File: src/hdl/l_curve_corner_finder_top_assert.svh
// Assertion macros for the L-curve corner finder.
// Expects clk and rst in the scope of every use.
`ifndef L_CURVE_CORNER_FINDER_TOP_ASSERT_SVH
`define L_CURVE_CORNER_FINDER_TOP_ASSERT_SVH

// same-cycle implication
`define LCC_ASSERT_NOW(lbl, ante, cons, msg) \
  lbl: assert property (@(posedge clk) disable iff (rst) (ante) |-> (cons)) else $error(msg);

// next-cycle implication
`define LCC_ASSERT_NEXT(lbl, ante, cons, msg) \
  lbl: assert property (@(posedge clk) disable iff (rst) (ante) |=> (cons)) else $error(msg);

`endif

File: src/hdl/lcc_pkg.sv
// Shared widths, state types and the difference stencil of the corner finder.
// No dependencies.
`default_nettype none
package lcc_pkg;

  localparam int LOG_W      = 32;
  localparam int REG_W      = 32;
  localparam int HALF_WIN   = 4;
  localparam int WIN        = 2 * HALF_WIN;
  localparam int FRAC_BITS  = LOG_W - 8;
  localparam int FILL_W     = 4;
  localparam int S_W        = 40;
  localparam int T_W        = 46;
  localparam int N_W        = 80;
  localparam int Q_W        = 76;
  localparam int Q3_W       = 3 * Q_W;
  localparam int RHS_SH     = 2 * FRAC_BITS + 34;
  localparam int RHS_W      = 2 * N_W + RHS_SH;
  localparam int QUO_W      = 64;
  localparam int DV_W       = Q3_W + QUO_W;
  localparam int ROOT_W     = QUO_W / 2;
  localparam int CNT_W      = $clog2(QUO_W);
  localparam int MA_W       = 2 * Q_W;
  localparam int MB_W       = N_W;
  localparam int MP_W       = MA_W + MB_W;
  localparam int CURV_W     = 32;
  localparam int IN_DATA_W  = 2 * LOG_W + REG_W;
  localparam int OUT_DATA_W = CURV_W + 2 * REG_W;
  localparam int OUT_USER_W = 2;

  localparam logic [CURV_W-1:0] CURV_MAX = {1'b0, {(CURV_W-1){1'b1}}};
  localparam logic [CURV_W-1:0] CURV_MIN = {1'b1, {(CURV_W-1){1'b0}}};

  typedef enum logic [3:0] {
    ST_IDLE, ST_SDIFF, ST_TDIFF, ST_M_P1, ST_M_P2, ST_M_SR, ST_M_SE,
    ST_M_Q2, ST_M_Q3, ST_M_N2, ST_ROOT, ST_FIN
  } seq_state_t;

  typedef enum logic [2:0] {
    R_IDLE, R_CHK, R_DIV, R_SQI, R_SQ, R_DONE
  } root_state_t;

  // five-point central difference times 12: a,b below centre, d,e above
  function automatic logic signed [T_W-1:0] fd5(input logic signed [T_W-1:0] a,
                                                input logic signed [T_W-1:0] b,
                                                input logic signed [T_W-1:0] d,
                                                input logic signed [T_W-1:0] e);
    logic signed [T_W-1:0] diff;
    diff = d - b;
    return (diff <<< 3) + a - e;
  endfunction

endpackage
`default_nettype wire

File: src/hdl/lcc_mul.sv
// Shift-and-add multiplier of unsigned magnitudes, one partial product a cycle.
// Depends on lcc_pkg.
`default_nettype none
module lcc_mul (
  input  wire logic                     clk,
  input  wire logic                     rst,
  input  wire logic                     start,
  input  wire logic [lcc_pkg::MA_W-1:0] a,
  input  wire logic [lcc_pkg::MB_W-1:0] b,
  output logic                          busy,
  output logic                          done,
  output logic [lcc_pkg::MP_W-1:0]      product
);
  import lcc_pkg::*;

  logic            run;
  logic [MP_W-1:0] acc;
  logic [MP_W-1:0] ash;
  logic [MB_W-1:0] bsh;

  assign busy    = run;
  assign done    = run && (bsh == '0);
  assign product = acc;

  always_ff @(posedge clk) begin
    if (rst) begin
      run <= 1'b0;
    end else if (start) begin
      run <= 1'b1;
      acc <= '0;
      ash <= MP_W'(a);
      bsh <= b;
    end else if (run) begin
      if (done) begin
        run <= 1'b0;
      end else begin
        if (bsh[0]) begin
          acc <= acc + ash;
        end
        ash <= ash << 1;
        bsh <= bsh >> 1;
      end
    end
  end
endmodule
`default_nettype wire

File: config.mk
export PLATFORM = sky130hd
export DESIGN_NAME = lcc_mul
export DESIGN_NICKNAME = d
export VERILOG_FILES = /design/src/hdl/l_curve_corner_finder_top_assert.svh /design/src/hdl/lcc_pkg.sv /design/src/hdl/lcc_mul.sv
export SDC_FILE = /design/constraint.sdc
export NUM_CORES = 1
export LEC_CHECK = 0
export BUFFER_PORTS_ARGS = -buffer_cell sky130_fd_sc_hd__buf_4
export CAP_MARGIN = 20
export CORE_UTILIZATION = 30
export CTS_CLUSTER_DIAMETER = 50
export DETAILED_ROUTE_END_ITERATION = 12
export GPL_TIMING_DRIVEN = 1
export SYNTH_ARGS = -nofsm -noshare
export SYNTH_HDL_FRONTEND = slang
export SYNTH_SLANG_ARGS = --single-unit
File: constraint.sdc
create_clock -name clk -period 46.9 [get_ports clk]
set_input_delay 7.035 -clock clk [delete_from_list [all_inputs] [get_ports clk]]
set_output_delay 7.035 -clock clk [all_outputs]
set_load 0.01 [all_outputs]
==> Yosys cells after proc, flatten, opt, wreduce, memory -nomap -nowiden <==
Index checks and enable logic that the tools add are counted.
{ "word_totals": {"reg_bits": 545, "input_bits": 235, "out_inout_bits": 234, "elab_cells": 26} }
{ "classes": {"addsub": 1, "n_eq_ne": 1, "muxes": 12, "bitwise": 1, "n_reduce_logical": 6} }
{ "op_table": {"columns": ["operator", "n"], "rows": [
  ["$mux 232", 5],
  ["$mux 80", 3],
  ["$add 232x232->232", 1],
  ["$mux 152", 1],
  ["$logic_not 80->1", 1],
  ["$reduce_and 4->1", 1],
  ["$reduce_bool 2->1", 2],
  ["$mux 1", 3],
  ["$reduce_and 3->1", 1],
  ["$ne 2x2->1 const B", 1],
  ["$logic_and 1x1->1", 1],
  ["$not 1->1", 1]
]} }

==> Depth between registers and ports, before layout <==
{ "logic_depth": {"ltp_word": 5, "depth_mapped": 14, "ltp_nobuf": 14} }

==> Worst setup path after synthesis <==
OpenSTA, ideal clock, no wires.
{ "synth_path": {"path_type": "input to register", "start": "input port start", "end": "register acc[0] (netlist: product[0]), enable pin", "setup_ps": 614, "arrival_ps": 26593, "required_time_ps": 46286, "setup_slack_ps": 19693, "stages": 6, "n_path_buf": 3, "cell_sequence": "clkbuf_1 -> clkbuf_1 -> clkbuf_1 -> a21oi_1 -> nor2_1 -> o21a_1"} }
{ "synth_between": {"elab_chain_cells": 2, "word_cells_on_any_way": 4, "cone_classes": "1 x eq/ne; 3 x reduce/logical"} }
{ "synth_lines": {"columns": ["element", "line", "text"], "rows": [
  ["from (decl)", "lcc_mul.sv:7", "input wire logic start,"],
  ["$ne 2x2->1 (no source line) or $reduce_bool 2->1 (tied branches)", null, null],
  ["$reduce_and 4->1 (no source line) (*)", null, null],
  ["to (signal assigned)", "lcc_mul.sv:38", "acc <= acc + ash;"],
  ["to (decl)", "lcc_mul.sv:17", "logic [MP_W-1:0] acc;"]
]} }
Every way passes the cells marked *; elsewhere a longest branch is shown, timed or not.
A chain may end at the register's enable or synchronous reset.

==> Worst setup path after layout <==
{ "layout_path": {"start": "input port start", "end": "register acc[114] (netlist: product[114]), enable pin"} }
Same word-level chain as after synthesis.

==> qor.yml <==
outcome:
  status: "finished, final reports clean"
timing:
  finalSetupViolCount: 0
  rsz0062_at_grt: "false"
  final_max_slew_viol_count: 0
  min_period_ns: 10.18
  fmax_mhz: 98.2
  skew_ns: 0.0318
  hold_viol: 0
  tns_ns: 0
  period_share_pct: 21.7
  worst_slew_pin_slew_ns: 1.20
  relSlewSlack_pct: 18.5
hold_path:
  whs_path_depth: 1
  min_to: "ash[155]"
  min_from: "ash[154]"
  hold_path.class: "register to register"
finish:
  postLayoutCellArea_sq_um: 46900
  drive_gt1_share_pct: 20.7
  final_common_cell: "edfxtp_1"
  mostFrequentLayoutCells: "edfxtp_1 (544), nor2_1 (504), buf_4 (487)"
  synthToLayoutAreaGrowth_pct: 21.6
  final_nets: 4916
  utilization_pct: 36.7
power_and_ir_drop:
  vdd_drop_max_uv: 28.3
  powerDensity_nw_per_um2: 39.0
  leakagePower_nw: 17.6
cts:
  cts_num_sinks: 545
  root_buffer: "clkbuf_16"
  clk_path_buf_depth: 3
  clk_latency_ns: 0.70
  clk_pin_slew_ns: 0.05
  cts_setup_buffers: 0
  hold_buffers: 0
  numCtsBuffers: 91
  cts_tree: "done"
  cts_htree_levels: 3
  ctsResizeCount: 0
die:
  num_rows: 131
  die_y_um: 360
  design.die.area_sq_um: 130000
  core-area_sq_um: 128000
  design.portCount: 469
  start_util_pct: 30.2
  die_w_um: 360
drt:
  vias: 34200
  via_per_inst: 5.52
  drtIter0Drc: 3019
  remaining_drc_errors: 0
  ant_nets: 0
  first_pass_iters: 6
  finalWirelength_um: 145000
  wl_per_cell_um: 23.5
logic_synthesis:
  synth_flop_cell: "edfxtp_1"
  synth_seq_cells: 545
  synthCells: 4058
  synth.avg_cell_area_sq_um: 9.50
  synth-async-reset-ratio_pct: 0
  synth_fp_nets: 4525
  yosys_warnings: 0
  syn_area_sq_um: 38500
  ys_seq_area_share_pct: 42.4
  synthDistinctLibCells: 87
  synth_edf_count: 544
place:
  gp_congestion: 0.967
  port_buffers: 468
  detailed_place_hpwl_um: 116000
  dpl_cell_area_sq_um: 43600
global_route:
  overflow: 0
  grt_first_pass_wirelength_um: 213000
  antenna_found_initial: 7
  grt_pass1_vias: 33500
  grt_max_degree: 158
  track_usage_pct: 21.6
critical_path:
  start_kind: "primary input"
  r2r_end: "product[200]"
  arrival_ns: 10.49
  cp_data_required_time_ns: 47.21
  ff2ff_path_depth: 14
  r2r_start: "ash[0]"
  endpoint_kind: "register"
  crit_type: "primary input to register"
  path_max_fanout: 114
  r2r_slack_ns: 40.43
run:
  cap_viol_max_count: 0
power breakdown:
group	leakage [nW]	total [W]	switching, W	internal (W)
Combinational	10.8	0.000490	0.000305	0.000184
Sequential	5.23	0.000620	0.0000291	0.000590
Clock	1.57	0.000720	0.000274	0.000446
how the worst max path moves through the flow:
stage / from / end
2_1_floorplan: start / product[0]
3_3_place_gp: start / product[114]
3_5_place_dp: start / product[114]
4_1_cts: start / product[114]
5_1_grt: start / product[114]
6_report: start / product[114]
layout make-up:
type	count	area, sq um
diodes	2	5.00
repair buffers	491	3720
fillers	12900	80700
clock buffers	102	2380
well taps	1662	2080
clock inverters	66	843
flip-flops and latches	545	16400
inverters	82	308
multi-input cells	3238	21200
registers in the layout, indices dropped and copies added (netlist names):
name and cells:
product 232, bsh 80, busy 1, ash 232
through the flow:
stage	total power [W]	worst slack [ns]	cells	hold WS [ns]
3_3_place_gp	0.00111	35.99	6017	0.551
6_report	0.00183	36.72	6188	0.566
5_1_grt	0.00191	36.50	6186	0.590
2_1_floorplan	0.000940	19.69	4058	0.541
3_5_place_dp	0.00111	35.99	6017	0.559
4_1_cts	0.00184	36.72	6185	0.571
synth_stat cells (all sizes together), types with 17 or more instances:
cell | count | share of area, %
mux2 | 241 | 7.0
or3 | 17 | 0.28
clkbuf | 184 | 1.8
o21ai | 282 | 3.7
xnor2 | 123 | 2.8
xor2 | 75 | 1.7
nor4 | 50 | 0.81
a21oi | 437 | 5.7
nand2 | 345 | 3.4
nor2b | 103 | 1.7
inv | 82 | 0.80
nand3 | 46 | 0.60
nor3 | 74 | 0.96
nand4 | 143 | 2.3
o21a | 54 | 1.1
o21bai | 88 | 1.7
a21o | 117 | 2.3
a211oi | 19 | 0.37
a31oi | 19 | 0.35
a21boi | 31 | 0.60
ha | 231 | 7.5
edfxtp | 544 | 42
nor2 | 505 | 4.9
o31ai | 23 | 0.52
worst max-delay path: stages:
cell	delay, ns
buf_8	0.58
a21oi_1	0.21
nor2_4	0.15
o21a_4	0.66
buf_4	0.90
buf_4	0.72
metal layers:
| metal | wire, um | GRT usage, % |
|---|---|---|
| met5 | 51 | 0 |
| met3 | 12900 | 5.49 |
| met2 | 63800 | 33.5 |
| met1 | 63400 | 29.1 |
| met4 | 5010 | 7.35 |
cell families (layout without fill, tap and decap cells):
| kind of cell | Yosys count | count (layout) | share of synthesized area [%] |
|---|---|---|---|
| mux | 244 | 244 | 7.12 |
| xor+xnor | 198 | 198 | 4.50 |
| fa+ha+maj | 232 | 232 | 7.55 |
| buf+inv | 275 | 741 | 2.69 |
| other cells | 0 | 2 | 0 |
| compound gates | 1177 | 1177 | 18.9 |
| simple gates | 1387 | 1387 | 16.9 |
| flops | 545 | 545 | 42.4 |
Note: power is estimated with default switching activity, not from simulation.
