## src/hdl/l_curve_corner_finder_top_assert.svh

```systemverilog
// Assertion macros for the L-curve corner finder.
// Expects clk and rst in the scope of every use.
`ifndef L_CURVE_CORNER_FINDER_TOP_ASSERT_SVH
`define L_CURVE_CORNER_FINDER_TOP_ASSERT_SVH

// same-cycle implication
`define LCC_ASSERT_NOW(lbl, ante, cons, msg) \
  lbl: assert property (@(posedge clk) disable iff (rst) (ante) |-> (cons)) else $error(msg);

// next-cycle implication
`define LCC_ASSERT_NEXT(lbl, ante, cons, msg) \
  lbl: assert property (@(posedge clk) disable iff (rst) (ante) |=> (cons)) else $error(msg);

`endif

```

## src/hdl/lcc_pkg.sv

```systemverilog
// Shared widths, state types and the difference stencil of the corner finder.
// No dependencies.
`default_nettype none
package lcc_pkg;

  localparam int LOG_W      = 32;
  localparam int REG_W      = 32;
  localparam int HALF_WIN   = 4;
  localparam int WIN        = 2 * HALF_WIN;
  localparam int FRAC_BITS  = LOG_W - 8;
  localparam int FILL_W     = 4;
  localparam int S_W        = 40;
  localparam int T_W        = 46;
  localparam int N_W        = 80;
  localparam int Q_W        = 76;
  localparam int Q3_W       = 3 * Q_W;
  localparam int RHS_SH     = 2 * FRAC_BITS + 34;
  localparam int RHS_W      = 2 * N_W + RHS_SH;
  localparam int QUO_W      = 64;
  localparam int DV_W       = Q3_W + QUO_W;
  localparam int ROOT_W     = QUO_W / 2;
  localparam int CNT_W      = $clog2(QUO_W);
  localparam int MA_W       = 2 * Q_W;
  localparam int MB_W       = N_W;
  localparam int MP_W       = MA_W + MB_W;
  localparam int CURV_W     = 32;
  localparam int IN_DATA_W  = 2 * LOG_W + REG_W;
  localparam int OUT_DATA_W = CURV_W + 2 * REG_W;
  localparam int OUT_USER_W = 2;

  localparam logic [CURV_W-1:0] CURV_MAX = {1'b0, {(CURV_W-1){1'b1}}};
  localparam logic [CURV_W-1:0] CURV_MIN = {1'b1, {(CURV_W-1){1'b0}}};

  typedef enum logic [3:0] {
    ST_IDLE, ST_SDIFF, ST_TDIFF, ST_M_P1, ST_M_P2, ST_M_SR, ST_M_SE,
    ST_M_Q2, ST_M_Q3, ST_M_N2, ST_ROOT, ST_FIN
  } seq_state_t;

  typedef enum logic [2:0] {
    R_IDLE, R_CHK, R_DIV, R_SQI, R_SQ, R_DONE
  } root_state_t;

  // five-point central difference times 12: a,b below centre, d,e above
  function automatic logic signed [T_W-1:0] fd5(input logic signed [T_W-1:0] a,
                                                input logic signed [T_W-1:0] b,
                                                input logic signed [T_W-1:0] d,
                                                input logic signed [T_W-1:0] e);
    logic signed [T_W-1:0] diff;
    diff = d - b;
    return (diff <<< 3) + a - e;
  endfunction

endpackage
`default_nettype wire

```

## src/hdl/lcc_root.sv

```systemverilog
// Restoring divider then digit-by-digit square root: floor(sqrt(floor(rhs / q3))).
// Depends on lcc_pkg.
`default_nettype none
module lcc_root (
  input  wire logic                      clk,
  input  wire logic                      rst,
  input  wire logic                      start,
  input  wire logic [lcc_pkg::RHS_W-1:0] rhs,
  input  wire logic [lcc_pkg::Q3_W-1:0]  q3,
  output logic                           busy,
  output logic                           done,
  output logic [lcc_pkg::ROOT_W-1:0]     root
);
  import lcc_pkg::*;

  root_state_t      phase;
  logic [RHS_W-1:0] rem;
  logic [DV_W-1:0]  dv;
  logic [QUO_W-1:0] quo;
  logic [QUO_W-1:0] x;
  logic [QUO_W-1:0] res;
  logic [QUO_W-1:0] one;
  logic [QUO_W-1:0] trial;
  logic [CNT_W-1:0] cnt;
  logic             ge;

  assign ge    = DV_W'(rem) >= dv;
  assign trial = res + one;
  assign busy  = phase != R_IDLE;
  assign done  = phase == R_DONE;
  assign root  = res[ROOT_W-1:0];

  always_ff @(posedge clk) begin
    if (rst) begin
      phase <= R_IDLE;
    end else begin
      case (phase)
        R_IDLE: begin
          if (start) begin
            rem   <= rhs;
            dv    <= {q3, {QUO_W{1'b0}}};
            phase <= R_CHK;
          end
        end
        R_CHK: begin
          if (ge) begin
            quo   <= '1;
            phase <= R_SQI;
          end else begin
            dv    <= dv >> 1;
            cnt   <= CNT_W'(QUO_W - 1);
            phase <= R_DIV;
          end
        end
        R_DIV: begin
          if (ge) begin
            rem <= rem - dv[RHS_W-1:0];
          end
          quo <= {quo[QUO_W-2:0], ge};
          dv  <= dv >> 1;
          if (cnt == '0) begin
            phase <= R_SQI;
          end else begin
            cnt <= cnt - 1'b1;
          end
        end
        R_SQI: begin
          x     <= quo;
          res   <= '0;
          one   <= QUO_W'(1) << (QUO_W - 2);
          cnt   <= CNT_W'(ROOT_W - 1);
          phase <= R_SQ;
        end
        R_SQ: begin
          if (x >= trial) begin
            x   <= x - trial;
            res <= (res >> 1) + one;
          end else begin
            res <= res >> 1;
          end
          one <= one >> 2;
          if (cnt == '0) begin
            phase <= R_DONE;
          end else begin
            cnt <= cnt - 1'b1;
          end
        end
        R_DONE: begin
          phase <= R_IDLE;
        end
        default: begin
          phase <= R_IDLE;
        end
      endcase
    end
  end
endmodule
`default_nettype wire

```

## config.mk

```make
export PLATFORM = sky130hd
export DESIGN_NAME = lcc_root
export DESIGN_NICKNAME = d
export VERILOG_FILES = /design/src/hdl/l_curve_corner_finder_top_assert.svh /design/src/hdl/lcc_pkg.sv /design/src/hdl/lcc_root.sv
export SDC_FILE = /design/constraint.sdc
export NUM_CORES = 2
export LEC_CHECK = 0
export BUFFER_PORTS_ARGS = -buffer_cell sky130_fd_sc_hd__buf_2
export CAP_MARGIN = 20
export CORE_UTILIZATION = 53
export DETAILED_ROUTE_END_ITERATION = 7
export PLACE_DENSITY = 0.72
export SLEW_MARGIN = 20
export SYNTH_ARGS = -nofsm -noshare
export SYNTH_HDL_FRONTEND = slang
export SYNTH_SLANG_ARGS = --single-unit
```

## constraint.sdc

```tcl
create_clock -name clk -period 26.7 [get_ports clk]
set_input_delay 5.34 -clock clk [delete_from_list [all_inputs] [get_ports clk]]
set_output_delay 5.34 -clock clk [all_outputs]
set_load 0.03 [all_outputs]
```

# == Word level (Yosys, flattened, before mapping) ==
# Cells that the tools add are included.
# classes
add_sub_neg,5
order_cmp,2
eq_ne,13
muxes,21
bitwise_logic,1
reduce_logical,16
# op_table
op,n
$pmux W292 S3,1
$mux W292,2
$pmux W64 S2,4
$mux W242,2
$pmux W242 S2,1
$ge A242 B292 Y1,1
$sub A242 B242 Y242,1
$mux W64,3
$add A63 B64 Y64,1
$add A64 B64 Y64,1
$ge A64 B64 Y1,1
$sub A64 B64 Y64,1
$pmux W6 S3,1
$ne A2 B2 Y1 const B,8
$pmux W3 S5,1
$mux W6,2
$reduce_and A4 Y1,3
$mux W3,3
$reduce_and A3 Y1,3
$reduce_bool A3 Y1,3
$eq A3 B2 Y1 const B,2
$eq A3 B3 Y1 const B,2
$logic_not A6 Y1,1
$reduce_bool A2 Y1,3
7 further kinds,7
# totals
regBits,799
in_bits,473

# == Longest topological paths before layout ==
# depth
ltp_word,4
mapped_depth,29
ltp_nobuf,27

# == Worst setup path after synthesis ==
# OpenSTA, ideal clock, no wires.
# synth_timing
path_type,input to register
from,input port rst
to,"register dv[0], enable pin"
t_arrival_ps,25370
path_slack_ps,27
stages,2
path_buffers,1
cell_sequence,buf_1 nor3_1
# synth_between
elab_chain_cells,2
# synth_rtl
element,line,source
"start, declared",lcc_root.sv:6,"input wire logic rst,"
$not A1 Y1 (no source line),n/a,
$reduce_and A4 Y1 (no source line),n/a,
"end signal, assigned",lcc_root.sv:41,"dv <= {q3, {QUO_W{1'b0}}};"
"end signal, assigned",lcc_root.sv:50,dv <= dv >> 1;
"end signal, assigned",lcc_root.sv:60,dv <= dv >> 1;
"end, declared",lcc_root.sv:18,logic [DV_W-1:0] dv;
# Every way passes these cells.
# A chain may end at the register's enable or synchronous reset.

# == Worst setup path after layout ==
# layout_timing
from,input port start
to,"register dv[179], enable pin"
# layout_between
elab_chain_cells,2
# layout_rtl
element,line,source
"start, declared",lcc_root.sv:7,"input wire logic start,"
$ne A2 B2 Y1 (no source line),n/a,
$reduce_and A4 Y1 (no source line),n/a,
# Every way passes these cells.

==> metrics.log <==
[metrics] Arr. time, crit path: 8360 ps
[metrics] launch instance of the worst min-delay path: quo[0]
[metrics] power density normalized to cell area: 62.7 nW/um2
[metrics] number of global-route vias before repair: 47900
[metrics] most frequent standard cell in the layout excluding fill and tap cells: nand2_1
[metrics] post-DP HPWL: 144000 um
[metrics] syn nets: 7090
[metrics] count of clock tree sinks: 767
[metrics] fraction of final layout cells sized beyond drive strength 1: 14.8%
[metrics] Die Wd: 329 um
[metrics] minimum hold slack: 530 ps
[metrics] number of clock buffers inserted by TritonCTS: 88
[metrics] count of cell types in the netlist: 90
[metrics] Hold Path Sink: quo[1]
[metrics] total routing usage reported by global routing: 32.9%
[metrics] failing checks: DRC
[metrics] pin count of the biggest net entering global routing: 135
[metrics] slowest cell on the critical path: buf_4
[metrics] cell type with the highest occurrence count on the critical path: buf_4
[metrics] LEAKAGE: 25.0 nW
[metrics] CTS tree: yes
[metrics] final worst path period need: 8060 ps
[metrics] H-tree level count: 3
[metrics] Crit Reg-Reg Endpoint: res[47]
[metrics] Post-CTS Hold Buffers: 0
[metrics] buffers from clock root to sink, at most: 3
[metrics] Die Y: 329 um
[metrics] initial antenna violation count: 18
[metrics] RSZ-0062 raised after global routing: false
[metrics] aggregate routed wire length: 183000 um
[metrics] Buffers on Ports: 506
[metrics] Die Area: 108000 um2
[metrics] clock slew at reported path FFs: 60 ps
[metrics] launch instance of the worst register-to-register path: res[16]
[metrics] max capacitance violation total: 0
[metrics] worst-case headroom to the max-slew limit: 28.0%
[metrics] Post-DRT Antenna Nets: 0
[metrics] outcome: finished with violations
[metrics] worst-margin pin slew: 1070 ps
[metrics] leading cell types by total area after synthesis: edfxtp_1 40%, ha_1 8.2%, nand2_1 5.4%, o21ai_0 5.4%, a21oi_1 5.0%
[metrics] final-report hold violation count: 0
[metrics] average size of a mapped cell: 9.10 um2
[metrics] post-DR vias/cell: 6.14
[metrics] endpoint type of the worst setup path: flop
[metrics] placer congestion estimate: 0.993
[metrics] net count reported at finish: 7416
[metrics] Clock Tree Root: clkbuf_16
[metrics] core region area: 106000 um2
[metrics] postcts setup bufs: 0
[metrics] summed instance area of the synthesized netlist: 56800 um2
[metrics] most used flip-flop cell after synthesis: edfxtp_1
[metrics] Hold Path Depth: 1
[metrics] cell family with the largest share of critical-path delay: buffers and inverters
[metrics] initial cell density of the core: 53.7%
[metrics] Crit path largest cell delay: 790 ps
[metrics] iteration-0 DRC count of the detailed router: 4870
[metrics] Reg2Reg Depth: 25
[metrics] Final Skew: 28.5 ps
[metrics] Residual DRC: 29
[metrics] Yosys warning count: 0
[metrics] via total after detailed routing: 49400
[metrics] Worst Path Class, Setup: in -> reg
[metrics] IO Count: 507
[metrics] cell accounting for the most synthesized area: edfxtp_1
[metrics] Area growth syn-to-layout: 10.9%
[metrics] first-pass iteration count of the detailed router: 8
[metrics] count of buffer and inverter cells on the critical path: 5
[metrics] Worst-Skew Late Latency: 690 ps
[metrics] Final Setup Violations: 0
[metrics] number of core rows: 119
[metrics] share of the synthesized area in the top cell type: 40.4%
[metrics] critical path startpoint category: input port
[metrics] sequence of cells on the critical path: buf_2 -> inv_1 -> a21oi_1 -> a31oi_1 -> nor3_2 -> buf_4 -> buf_4 -> buf_4
[metrics] first-pass GRT wire length: 276000 um
[metrics] commonest non-fill, non-tap cells in the layout: 816 x nand2_1, 764 x edfxtp_1, 611 x o21ai_0
[metrics] maximum vdd ir drop: 0.0550 mV
[metrics] final sum of negative setup slack: 0 ps
[metrics] Post-Synthesis Cells: 6241
[metrics] sequential cell area fraction in the yosys report: 40.5%
[metrics] number of gates resized after CTS: 0
[metrics] highest clock frequency the design can meet: 124 MHz
[metrics] CP required: 26990 ps
[metrics] number of synthesized register bits: 767
[metrics] GRT Residual Overflow: 0
[metrics] number of pins with negative max-slew slack in the final report: 0
[metrics] Routed WL per cell: 22.8 um
[metrics] worst setup slack for register-to-register paths: 18730 ps
[metrics] EDFF count, synth: 764
[metrics] proportion of synthesized flip-flops having asynchronous set or reset: 0%
[metrics] worst hold-check path type: reg -> reg
[metrics] portion of the clock cycle consumed by the worst path in the final layout: 30.2%
[metrics] maximum fanout encountered on the critical timing path: 69
## report_power, final
part	switching [W]	total (W)	internal, W
Clock	0.000514	0.00122	0.000709
Sequential	0.0000444	0.00150	0.00146
Combinational	0.000782	0.00123	0.000444
Total	0.00134	0.00395	0.00261
## per-layer routing
layer / track usage (%) / vias up / share of wire (%)
met5: 0 / - / 0.057
li1: - / 23400 / -
met2: 54.2 / 1878 / 47
met4: 14.4 / 16 / 4.6
met3: 4.61 / 383 / 6.7
met1: 43.1 / 23700 / 42
## registers in the layout, summed over array words and instances (netlist names)
register / cells
one: 32
quo: 64
cnt: 6
phase: 3
x: 64
rem: 242
dv: 292
res: 64
## metrics by stage
stage,std cells,instance area [um2],util (%),total power [W],worst slack [ps]
final,8034,63000,59.6,0.00395,18640
after global routing,8029,63000,59.6,0.00412,18290
after CTS,8026,63000,59.6,0.00394,18790
after detailed placement,7868,60100,56.9,0.00272,18060
after global placement,7868,60100,56.9,0.00271,18140
after floorplan,6241,56800,-,0.00240,26.8
## final cells by class
| cell class | count | area, um2 |
|---|---|---|
| Tap cell | 1391 | 1740 |
| Antenna cell | 8 | 20.0 |
| Sequential cell | 767 | 23000 |
| Clock buffer | 107 | 2340 |
| Timing Repair Buffer | 541 | 2810 |
| Multi-Input combinational cell | 4818 | 31300 |
| Inverter | 351 | 1320 |
| Fill cell | 9275 | 42700 |
| Clock inverter | 51 | 497 |
## synthesized netlist by cell type, drive strengths merged, types with 8 or more instances
master  count
o31ai      41
a221o      11
mux2      233
a31o       16
xnor2     218
a31oi      84
a21oi     571
xor2      187
a41oi       8
inv       350
nand4     166
nor4       52
nand3      51
nor2      387
and2      110
o21a       64
clkbuf    251
ha        374
or2        22
edfxtp    764
a21boi     15
a211o       8
o21ai     626
a21o      157
o21bai    115
or4        10
a211oi     41
buf        54
nor2b      38
a221oi     18
nand2     816
o211ai     19
and3       32
nor3       79
o31a       12
and4       12
or3        37
o41ai      13
nand2b    100
## how the worst max path moves through the flow
| stage | from | endpoint | slack (ps) | depth (start not counted) |
|---|---|---|---|---|
| CTS | start | dv[177] | 18790 | 8 |
| detailed placement | start | dv[177] | 18060 | 8 |
| finish | start | dv[179] | 18640 | 8 |
| global placement | start | dv[177] | 18140 | 8 |
| global route | res[16] | res[59] | 18290 | 25 |
| floorplan | rst | dv[0] | 30 | 2 |
## cells by family (layout without fill, tap and decap cells)
kind of cell / count (synthesis) / in the layout / share of synthesized area, %
buffers and inverters: 656 / 1050 / 4.61
multiplexers: 235 / 235 / 4.66
AO/OA/AOI/OAI: 1874 / 1874 / 19.8
adder cells (fa/ha/maj): 376 / 376 / 8.31
other: 0 / 8 / 0
flip-flops: 767 / 767 / 40.5
AND/OR/NAND/NOR: 1928 / 1928 / 15.9
XOR/XNOR: 405 / 405 / 6.25
(Power assumes the default switching activity.)
